$ cat src/fsd_pkg.sv
// fsd_pkg: shared types and constants for the flame sweep detector
// operation codes, register indexes, sensing modes, direction classes, reset values
// no dependencies
`default_nettype none

package fsd_pkg;

  localparam int SAMPLE_BITS      = 12;
  localparam int DIRECTION_WINDOW = 20;

  localparam int ANGLE_W    = 8;
  localparam int STAMP_W    = 32;
  localparam int INTERVAL_W = 16;
  localparam int CFG_DATA_W = 16;
  localparam int IN_DATA_W  = 48;
  localparam int OUT_DATA_W = 40;

  typedef logic [ANGLE_W-1:0]     angle_t;
  typedef logic [STAMP_W-1:0]     stamp_t;
  typedef logic [SAMPLE_BITS-1:0] sample_t;

  typedef enum logic [2:0] {
    OP_TICK      = 3'd0,
    OP_SWEEP_EN  = 3'd1,
    OP_DETECT_EN = 3'd2,
    OP_CENTER    = 3'd3,
    OP_CLEAR     = 3'd4
  } op_t;

  typedef enum logic [2:0] {
    REG_MIN_ANGLE    = 3'd0,
    REG_MAX_ANGLE    = 3'd1,
    REG_STEP_DEGREES = 3'd2,
    REG_STEP_INTERVAL = 3'd3,
    REG_FIRE_THRESHOLD = 3'd4,
    REG_SENSING_MODE = 3'd5,
    REG_CONFIRM_MS   = 3'd6,
    REG_DIR_CENTER   = 3'd7
  } cfg_reg_t;

  localparam logic [1:0] SENSE_AT_LEAST = 2'd0;
  localparam logic [1:0] SENSE_AT_MOST  = 2'd1;
  localparam logic [1:0] SENSE_DIGITAL  = 2'd2;

  localparam logic [1:0] DIR_NONE   = 2'd0;
  localparam logic [1:0] DIR_LEFT   = 2'd1;
  localparam logic [1:0] DIR_CENTER = 2'd2;
  localparam logic [1:0] DIR_RIGHT  = 2'd3;

  localparam angle_t             RST_MIN_ANGLE     = 8'd0;
  localparam angle_t             RST_MAX_ANGLE     = 8'd180;
  localparam angle_t             RST_STEP_DEGREES  = 8'd5;
  localparam logic [INTERVAL_W-1:0] RST_STEP_INTERVAL = 16'd50;
  localparam sample_t            RST_FIRE_THRESHOLD = SAMPLE_BITS'(500);
  localparam logic [1:0]         RST_SENSING_MODE  = SENSE_AT_LEAST;
  localparam logic [INTERVAL_W-1:0] RST_CONFIRM_MS = 16'd200;
  localparam angle_t             RST_DIR_CENTER    = 8'd90;

  // left / center / right class of an angle around the straight-ahead angle
  function automatic logic [1:0] class_of(input angle_t angle, input angle_t center);
    logic [ANGLE_W:0] lo_sum;
    logic [ANGLE_W:0] hi_sum;
    lo_sum = {1'b0, angle} + (ANGLE_W+1)'(DIRECTION_WINDOW);
    hi_sum = {1'b0, center} + (ANGLE_W+1)'(DIRECTION_WINDOW);
    if (lo_sum < {1'b0, center}) begin
      return DIR_LEFT;
    end else if ({1'b0, angle} > hi_sum) begin
      return DIR_RIGHT;
    end
    return DIR_CENTER;
  endfunction

endpackage

`default_nettype wire

$ cat src/flame_sweep_detector.sv
// flame_sweep_detector: horizontal sweep control and confirmed flame detection
// top level, single module, one output register plus one skid register
// depends on fsd_pkg
//
// usage
//   s_axis carries one item per transfer: tuser is the operation code
//   (tick, sweep enable, detection enable, center, clear new-data), tdata
//   carries enable level, millisecond stamp, adc sample and pin level
//   m_axis returns exactly one result per input transfer: the scan angle,
//   detection status, direction class, latched angle, last reading and flags
//   as they stand after that item
//   cfg_we / cfg_index / cfg_data write the eight setup registers, only while
//   no transfer is in flight; writing either sweep end clamps the scan angle
// timing
//   the result is registered in the output register; one item per cycle sustained
//   while m_axis_tready is not held low, set by the single state update between
//   the input handshake and the result register (interval subtract, angle step,
//   class); the skid register lets one more item in while a result is stalled;
//   s_axis_tready drops only when both the output and skid registers are full
// reset
//   rst clears all state and loads the register defaults (sweep ends 0 / 180,
//   step 5, interval 50 ms, threshold 500, confirm 200 ms, center 90);
//   the scan angle rests at 180, sweep and detection start disabled
`default_nettype none

module flame_sweep_detector (
  input  wire logic                             clk,
  input  wire logic                             rst,
  // input stream
  input  wire logic                             s_axis_tvalid,
  output      logic                             s_axis_tready,
  // tdata from bit 0: enable_value(1), now_ms(32), adc_sample(12), digital_level(1), pad(2)
  input  wire logic [fsd_pkg::IN_DATA_W-1:0]    s_axis_tdata,
  // tuser: operation(3)
  input  wire logic [2:0]                       s_axis_tuser,
  // result stream
  output      logic                             m_axis_tvalid,
  input  wire logic                             m_axis_tready,
  // tdata from bit 0: current_angle(8), fire_detected(1), fire_direction(2),
  // fire_angle(8), raw_value(12), new_data(1), sweep_active(1),
  // detection_active(1), pad(6)
  output      logic [fsd_pkg::OUT_DATA_W-1:0]   m_axis_tdata,
  // configuration writes
  input  wire logic                             cfg_we,
  input  wire logic [2:0]                       cfg_index,
  input  wire logic [fsd_pkg::CFG_DATA_W-1:0]   cfg_data
);
  import fsd_pkg::*;

  // setup registers
  angle_t                  min_angle;
  angle_t                  max_angle;
  angle_t                  step_degrees;
  logic [INTERVAL_W-1:0]   step_interval_ms;
  sample_t                 fire_threshold;
  logic [1:0]              sensing_mode;
  logic [INTERVAL_W-1:0]   confirm_ms;
  angle_t                  direction_center;

  // block state
  angle_t     scan_angle,      scan_angle_next;
  logic       sweep_rising,    sweep_rising_next;
  stamp_t     last_step_stamp, last_step_stamp_next;
  stamp_t     candidate_stamp, candidate_stamp_next;
  logic       detected_flag,   detected_flag_next;
  logic [1:0] direction_class, direction_class_next;
  angle_t     latched_angle,   latched_angle_next;
  sample_t    last_reading,    last_reading_next;
  logic       changed_flag,    changed_flag_next;
  logic       sweep_on,        sweep_on_next;
  logic       detect_on,       detect_on_next;

  // output and skid registers
  logic                  skid_valid;
  logic [OUT_DATA_W-1:0] skid_data;
  logic [OUT_DATA_W-1:0] result;

  // unpacked input fields
  op_t     op;
  logic    enable_value;
  stamp_t  now_ms;
  sample_t adc_sample;
  logic    digital_level;
  logic    in_accept;

  assign op            = op_t'(s_axis_tuser);
  assign enable_value  = s_axis_tdata[0];
  assign now_ms        = s_axis_tdata[32:1];
  assign adc_sample    = s_axis_tdata[44:33];
  assign digital_level = s_axis_tdata[45];

  assign s_axis_tready = ~skid_valid;
  assign in_accept     = s_axis_tvalid & s_axis_tready;

  // ---------------------------------------------------------------------------
  // configuration registers, with scan clamp when a sweep end moves
  // ---------------------------------------------------------------------------
  angle_t cfg_lo;
  angle_t cfg_hi;
  angle_t clamped_angle;
  logic   range_write;

  always_comb begin
    cfg_lo = (cfg_index == REG_MIN_ANGLE) ? cfg_data[ANGLE_W-1:0] : min_angle;
    cfg_hi = (cfg_index == REG_MAX_ANGLE) ? cfg_data[ANGLE_W-1:0] : max_angle;
    // lower bound first, then upper
    clamped_angle = (scan_angle < cfg_lo) ? cfg_lo : scan_angle;
    if (clamped_angle > cfg_hi) begin
      clamped_angle = cfg_hi;
    end
    range_write = cfg_we &&
                  (cfg_index == REG_MIN_ANGLE || cfg_index == REG_MAX_ANGLE);
  end

  always_ff @(posedge clk) begin
    if (rst) begin
      min_angle        <= RST_MIN_ANGLE;
      max_angle        <= RST_MAX_ANGLE;
      step_degrees     <= RST_STEP_DEGREES;
      step_interval_ms <= RST_STEP_INTERVAL;
      fire_threshold   <= RST_FIRE_THRESHOLD;
      sensing_mode     <= RST_SENSING_MODE;
      confirm_ms       <= RST_CONFIRM_MS;
      direction_center <= RST_DIR_CENTER;
    end else if (cfg_we) begin
      unique case (cfg_reg_t'(cfg_index))
        REG_MIN_ANGLE:      min_angle        <= cfg_data[ANGLE_W-1:0];
        REG_MAX_ANGLE:      max_angle        <= cfg_data[ANGLE_W-1:0];
        REG_STEP_DEGREES:   step_degrees     <= cfg_data[ANGLE_W-1:0];
        REG_STEP_INTERVAL:  step_interval_ms <= cfg_data;
        REG_FIRE_THRESHOLD: fire_threshold   <= cfg_data[SAMPLE_BITS-1:0];
        REG_SENSING_MODE:   sensing_mode     <= cfg_data[1:0];
        REG_CONFIRM_MS:     confirm_ms       <= cfg_data;
        REG_DIR_CENTER:     direction_center <= cfg_data[ANGLE_W-1:0];
        default: ;
      endcase
    end
  end

  // ---------------------------------------------------------------------------
  // tick path: sweep step, then flame qualification and confirmation
  // ---------------------------------------------------------------------------
  angle_t           tick_angle;
  logic             tick_rising;
  stamp_t           tick_step_stamp;
  logic [ANGLE_W:0] up_sum;
  logic [ANGLE_W:0] low_sum;
  stamp_t           since_step;
  logic             step_due;
  logic             fire;
  sample_t          tick_reading;
  stamp_t           tick_cand;
  stamp_t           since_cand;
  logic             det;
  logic [1:0]       tick_dir;
  angle_t           tick_latched;
  logic             tick_detected;
  logic             tick_changed;

  always_comb begin
    // sweep step, bouncing at either end
    tick_angle      = scan_angle;
    tick_rising     = sweep_rising;
    tick_step_stamp = last_step_stamp;
    up_sum     = {1'b0, scan_angle} + {1'b0, step_degrees};
    low_sum    = {1'b0, min_angle} + {1'b0, step_degrees};
    since_step = now_ms - last_step_stamp;
    step_due   = sweep_on && (since_step >= {{(STAMP_W-INTERVAL_W){1'b0}}, step_interval_ms});
    if (step_due) begin
      tick_step_stamp = now_ms;
      if (sweep_rising) begin
        if (up_sum >= {1'b0, max_angle}) begin
          tick_angle  = max_angle;
          tick_rising = 1'b0;
        end else begin
          tick_angle = up_sum[ANGLE_W-1:0];
        end
      end else begin
        if ({1'b0, scan_angle} <= low_sum) begin
          tick_angle  = min_angle;
          tick_rising = 1'b1;
        end else begin
          tick_angle = scan_angle - step_degrees;
        end
      end
    end

    // qualify the sample
    if (sensing_mode == SENSE_DIGITAL) begin
      fire         = ~digital_level;
      tick_reading = {{(SAMPLE_BITS-1){1'b0}}, ~digital_level};
    end else begin
      tick_reading = adc_sample;
      if (sensing_mode == SENSE_AT_MOST) begin
        fire = (adc_sample <= fire_threshold);
      end else begin
        fire = (adc_sample >= fire_threshold);
      end
    end

    // persistence check; a zero stamp means no candidate
    tick_cand = fire ? ((candidate_stamp == '0) ? now_ms : candidate_stamp) : '0;
    since_cand = now_ms - tick_cand;
    det = (tick_cand != '0) &&
          (since_cand >= {{(STAMP_W-INTERVAL_W){1'b0}}, confirm_ms});

    tick_latched = latched_angle;
    if (!detect_on) begin
      tick_cand     = '0;
      tick_dir      = DIR_NONE;
      tick_detected = 1'b0;
      tick_changed  = changed_flag | detected_flag;
    end else begin
      if (det) begin
        tick_latched = tick_angle;
        tick_dir     = class_of(tick_angle, direction_center);
      end else begin
        tick_dir = DIR_NONE;
      end
      tick_detected = det;
      tick_changed  = changed_flag | (det != detected_flag) | (tick_dir != direction_class);
    end
  end

  // ---------------------------------------------------------------------------
  // next state for one item
  // ---------------------------------------------------------------------------
  always_comb begin
    scan_angle_next      = scan_angle;
    sweep_rising_next    = sweep_rising;
    last_step_stamp_next = last_step_stamp;
    candidate_stamp_next = candidate_stamp;
    detected_flag_next   = detected_flag;
    direction_class_next = direction_class;
    latched_angle_next   = latched_angle;
    last_reading_next    = last_reading;
    changed_flag_next    = changed_flag;
    sweep_on_next        = sweep_on;
    detect_on_next       = detect_on;
    unique case (op)
      OP_TICK: begin
        scan_angle_next      = tick_angle;
        sweep_rising_next    = tick_rising;
        last_step_stamp_next = tick_step_stamp;
        candidate_stamp_next = tick_cand;
        detected_flag_next   = tick_detected;
        direction_class_next = tick_dir;
        latched_angle_next   = tick_latched;
        last_reading_next    = tick_reading;
        changed_flag_next    = tick_changed;
      end
      OP_SWEEP_EN: begin
        if (enable_value != sweep_on) begin
          sweep_on_next = enable_value;
          if (enable_value) begin
            scan_angle_next   = max_angle;
            sweep_rising_next = 1'b0;
          end
        end
      end
      OP_DETECT_EN: begin
        if (enable_value != detect_on) begin
          detect_on_next = enable_value;
          if (!enable_value) begin
            detected_flag_next   = 1'b0;
            changed_flag_next    = 1'b0;
            direction_class_next = DIR_NONE;
            candidate_stamp_next = '0;
          end
        end
      end
      OP_CENTER: begin
        scan_angle_next      = max_angle;
        latched_angle_next   = '0;
        direction_class_next = DIR_NONE;
        detected_flag_next   = 1'b0;
        candidate_stamp_next = '0;
        sweep_rising_next    = 1'b0;
      end
      OP_CLEAR: changed_flag_next = 1'b0;
      default: ;  // unused codes only return the current status
    endcase
  end

  always_ff @(posedge clk) begin
    if (rst) begin
      scan_angle      <= RST_MAX_ANGLE;
      sweep_rising    <= 1'b0;
      last_step_stamp <= '0;
      candidate_stamp <= '0;
      detected_flag   <= 1'b0;
      direction_class <= DIR_NONE;
      latched_angle   <= '0;
      last_reading    <= '0;
      changed_flag    <= 1'b0;
      sweep_on        <= 1'b0;
      detect_on       <= 1'b0;
    end else if (range_write) begin
      scan_angle <= clamped_angle;
    end else if (in_accept) begin
      scan_angle      <= scan_angle_next;
      sweep_rising    <= sweep_rising_next;
      last_step_stamp <= last_step_stamp_next;
      candidate_stamp <= candidate_stamp_next;
      detected_flag   <= detected_flag_next;
      direction_class <= direction_class_next;
      latched_angle   <= latched_angle_next;
      last_reading    <= last_reading_next;
      changed_flag    <= changed_flag_next;
      sweep_on        <= sweep_on_next;
      detect_on       <= detect_on_next;
    end
  end

  // ---------------------------------------------------------------------------
  // result packing and output / skid registers
  // ---------------------------------------------------------------------------
  assign result = {6'b0, detect_on_next, sweep_on_next, changed_flag_next,
                   last_reading_next, latched_angle_next, direction_class_next,
                   detected_flag_next, scan_angle_next};

  always_ff @(posedge clk) begin
    if (rst) begin
      m_axis_tvalid <= 1'b0;
      skid_valid    <= 1'b0;
    end else if (!m_axis_tvalid || m_axis_tready) begin
      if (skid_valid) begin
        // tready is low while the skid is full, so nothing new arrives here
        m_axis_tvalid <= 1'b1;
        skid_valid    <= 1'b0;
      end else begin
        m_axis_tvalid <= in_accept;
      end
    end else if (in_accept) begin
      skid_valid <= 1'b1;
    end
  end

  always_ff @(posedge clk) begin
    if (!m_axis_tvalid || m_axis_tready) begin
      if (skid_valid) begin
        m_axis_tdata <= skid_data;
      end else if (in_accept) begin
        m_axis_tdata <= result;
      end
    end else if (in_accept) begin
      skid_data <= result;
    end
  end

  // ---------------------------------------------------------------------------
  // assertions
  // ---------------------------------------------------------------------------
  a_skid_behind_out: assert property (@(posedge clk) disable iff (rst)
    skid_valid |-> m_axis_tvalid)
    else $error("skid register holds a result while the output register is empty");

  a_detect_has_dir: assert property (@(posedge clk) disable iff (rst)
    detected_flag == (direction_class != DIR_NONE))
    else $error("detection flag and direction class disagree");

  a_detect_needs_enable: assert property (@(posedge clk) disable iff (rst)
    !detect_on |-> (!detected_flag && candidate_stamp == '0))
    else $error("detection state held while detection is disabled");

  a_result_follows: assert property (@(posedge clk) disable iff (rst)
    (in_accept && !m_axis_tvalid) |=> m_axis_tvalid)
    else $error("accepted item did not reach the output register");

endmodule

`default_nettype wire
$ cat config.mk
export PLATFORM = sky130hd
export DESIGN_NAME = flame_sweep_detector
export DESIGN_NICKNAME = d
export VERILOG_FILES = /design/src/fsd_pkg.sv /design/src/flame_sweep_detector.sv
export SDC_FILE = /design/constraint.sdc
export NUM_CORES = 1
export LEC_CHECK = 0
export BUFFER_PORTS_ARGS = -buffer_cell sky130_fd_sc_hd__buf_2
export CAP_MARGIN = 20
export CORE_MARGIN = 3
export CORE_UTILIZATION = 53
export DETAILED_ROUTE_END_ITERATION = 10
export PLACE_DENSITY = 0.71
export SLEW_MARGIN = 20
export SYNTH_ARGS = -nofsm -noshare
export SYNTH_HDL_FRONTEND = slang
export SYNTH_SLANG_ARGS = --single-unit
$ cat constraint.sdc
create_clock -name clk -period 9.2 [get_ports clk]
set_input_delay 0.92 -clock clk [delete_from_list [all_inputs] [get_ports clk]]
set_output_delay 0.92 -clock clk [all_outputs]
set_load 0.005 [all_outputs]
==> results.toml <==
[floorplan]
row_count = 66
die_area_um2 = 36100
start_util = 0.544
core-area_um2 = 32900
die_h_um = 190
die_w_um = 190
io_pins = 117

[power]
power_density_nw_per_um2 = 168
power.leakage_nw = 8.00
ir_drop_mv = 0.146

[synth]
avgSynthCellArea_um2 = 7.97
yosys_warnings = 0
synth_cell_type_count = 82
synthArstFlopShare = 0
syn_inst = 2249
synth_edf_count = 68
synth.most_common_cell = "nand2_1"
synth_commonest_cells = "328 x nand2_1, 228 x a21oi_1, 179 x dfxtp_1"
ys_ff_latch = 247
synth_flop_cell = "dfxtp_1"
synth.top_cell.area_share = 0.200
synth_top_area_cell = "dfxtp_1"
syn_area_um2 = 17900
synthTopCellsByArea = "dfxtp_1 20%, ha_1 12%, edfxtp_1 11%"
ys_seq_area_frac = 0.314

[timing]
fmax_mhz = 126
finalHoldViolations = 0
worst_slack_ps = 1270
drv_slew = 0
worst_pin_slew_ps = 1170
whs_ps = 455
setup_viol = 0
rsz0062_at_grt = "no"
period_minus_slack_ps = 7930
post-route-period-util = 0.862
tns_ps = 0
max_slew_margin = 0.211
clock_skew_ps = 18.5

[clock_network]
numCtsBuffers = 29
clk-insertion-delay-late_ps = 570
cts_tree = "yes"
cts_hold_buffers = 0
cts.clk_slew.worst_paths_ps = 60
postCtsSetupBuffers = 0
ctsRootBufferMaster = "clkbuf_16"
cts_max_level = 1
cts_resized = 0
clockBufferDepth = 3
numClockSinks = 247

[critical_path]
path_class = "primary input to register"
worstPathRequired_ps = 9520
startpoint = "s_axis_tdata[43]"
start_kind = "primary input"
slowest_delay_ps = 520
reg2reg_to = "m_axis_tdata[12]"
endpoint = "m_axis_tdata[12]"
r2r_cells = 31
r2r_slack_ps = 1370
worstPathArrival_ps = 8250
crit_path_end_kind = "register"
crit_fanout = 26
worstReg2RegStart = "fire_threshold[10]"
slowest_stage = "nand4_1"

[global_route]
grt_pass1_vias = 15471
grt_usage = 0.280
grt_overflow = 0
grt_pass1_wl_um = 82500
antenna_found_initial = 4
grt_max_degree = 99

[routing]
vias = 16662
drt-total-wl_um = 51700
route.detailed.drc = 0
drt-pass1-iter-count = 6
vias_per_cell = 6.04
postRouteAntennaNets = 0
wire_per_inst_um = 18.7
initialDrtViolationCount = 1397

[outcome]
outcome = "completed"

[place]
place_inst = 2703
post-dp-hpwl_um = 38900
numPortBuffers = 108
place_ws_ps = 876
routabilityCongestion = 0.920

[worst_hold_path]
hp-class = "register to register"
worstHoldPathCells = 2

[layout]
final_cells = 2760
finalNetCount = 2547
drive_above_1_share = 0.102
area_growth_pct = 9.45
post-route-util = 0.596

[run]
drv_cap = 0
## sequential cells by signal, indices dropped and copies added (netlist names), 12 cells and up
register / cells
m_axis_tdata: 34
candidate_stamp: 32
last_step_stamp: 32
step_interval_ms: 16
last_reading: 12
fire_threshold: 12
skid_data: 34
confirm_ms: 16
## through the flow
stage          area [um^2]  power [mW]
2_1_floorplan        17900        1.91
3_3_place_gp         18700        2.15
3_5_place_dp         18700        2.17
4_1_cts              19600        3.29
5_1_grt              19600        3.47
6_report             19600        3.30
## final cells by class
type,count,area (um^2)
Clock inverter,14,125
Timing Repair Buffer,124,663
Tap cell,442,553
Fill cell,3064,13300
Sequential cell,247,5630
Multi-Input combinational cell,1754,11300
Clock buffer,40,807
Antenna cell,3,7.51
Inverter,136,510
## worst min-delay path by stage
stage | from | to | slack [ps]
after global routing | last_reading[9] | last_reading[9] | 470
after global placement | last_reading[1] | last_reading[1] | 440
after CTS | last_reading[7] | last_reading[7] | 460
after floorplan | confirm_ms[10] | confirm_ms[10] | 440
after detailed placement | last_reading[7] | last_reading[7] | 450
final | last_reading[8] | last_reading[8] | 460
## kinds of logic after synthesis
family          after synthesis  share of synthesized area
compound gates              689                      0.245
xor+xnor                     69                     0.0337
fa+ha+maj                   180                      0.128
buf+inv                     253                     0.0560
flops                       247                      0.314
mux                          57                     0.0345
other cells                   1                   0.000209
simple gates                753                      0.189
## worst max-delay path: cells and delay by family
kind	cells	cell delay, ps
simple gates	14	3730
compound gates	9	1560
fa+ha+maj	3	910
buf+inv	3	730
mux	1	260
xor+xnor	1	90
## layer usage
metal	vias up	part of all wire	track usage
met2	584	0.43	0.434
met4	2	0.026	0.0765
met3	95	0.079	0.0396
li1	8170	-	-
met1	7811	0.46	0.408
met5	-	0.00021	0
## placed cells by master, fill, tap and decap left out, types with 10 or more instances in the layout
cell,instances
buf_2,107
nand4_1,36
a32oi_1,10
a22oi_1,28
xnor2_1,44
a21o_1,68
inv_1,134
o21bai_1,16
edfxtp_1,68
mux2_2,30
nand3_1,58
buf_4,17
nand2b_1,24
o31ai_1,15
mux2i_1,25
and2_1,10
or2_2,16
a211oi_1,29
or3_1,10
o21a_1,28
xor2_1,25
nand2_1,328
nor2_1,172
a31oi_1,14
o21ai_0,134
clkbuf_16,29
o211ai_1,34
ha_1,175
nor4_1,19
nor2b_1,20
dfxtp_1,179
a21oi_1,228
nor3_1,29
## report_power, final
part | switching, mW | total (mW) | leakage, nW | internal [mW]
clock network | 0.479 | 1.12 | 0.458 | 0.645
logic | 0.591 | 0.980 | 5.45 | 0.389
registers | 0.0359 | 1.19 | 2.10 | 1.16
total | 1.11 | 3.30 | 8.00 | 2.19
(Power assumes the default switching activity.)
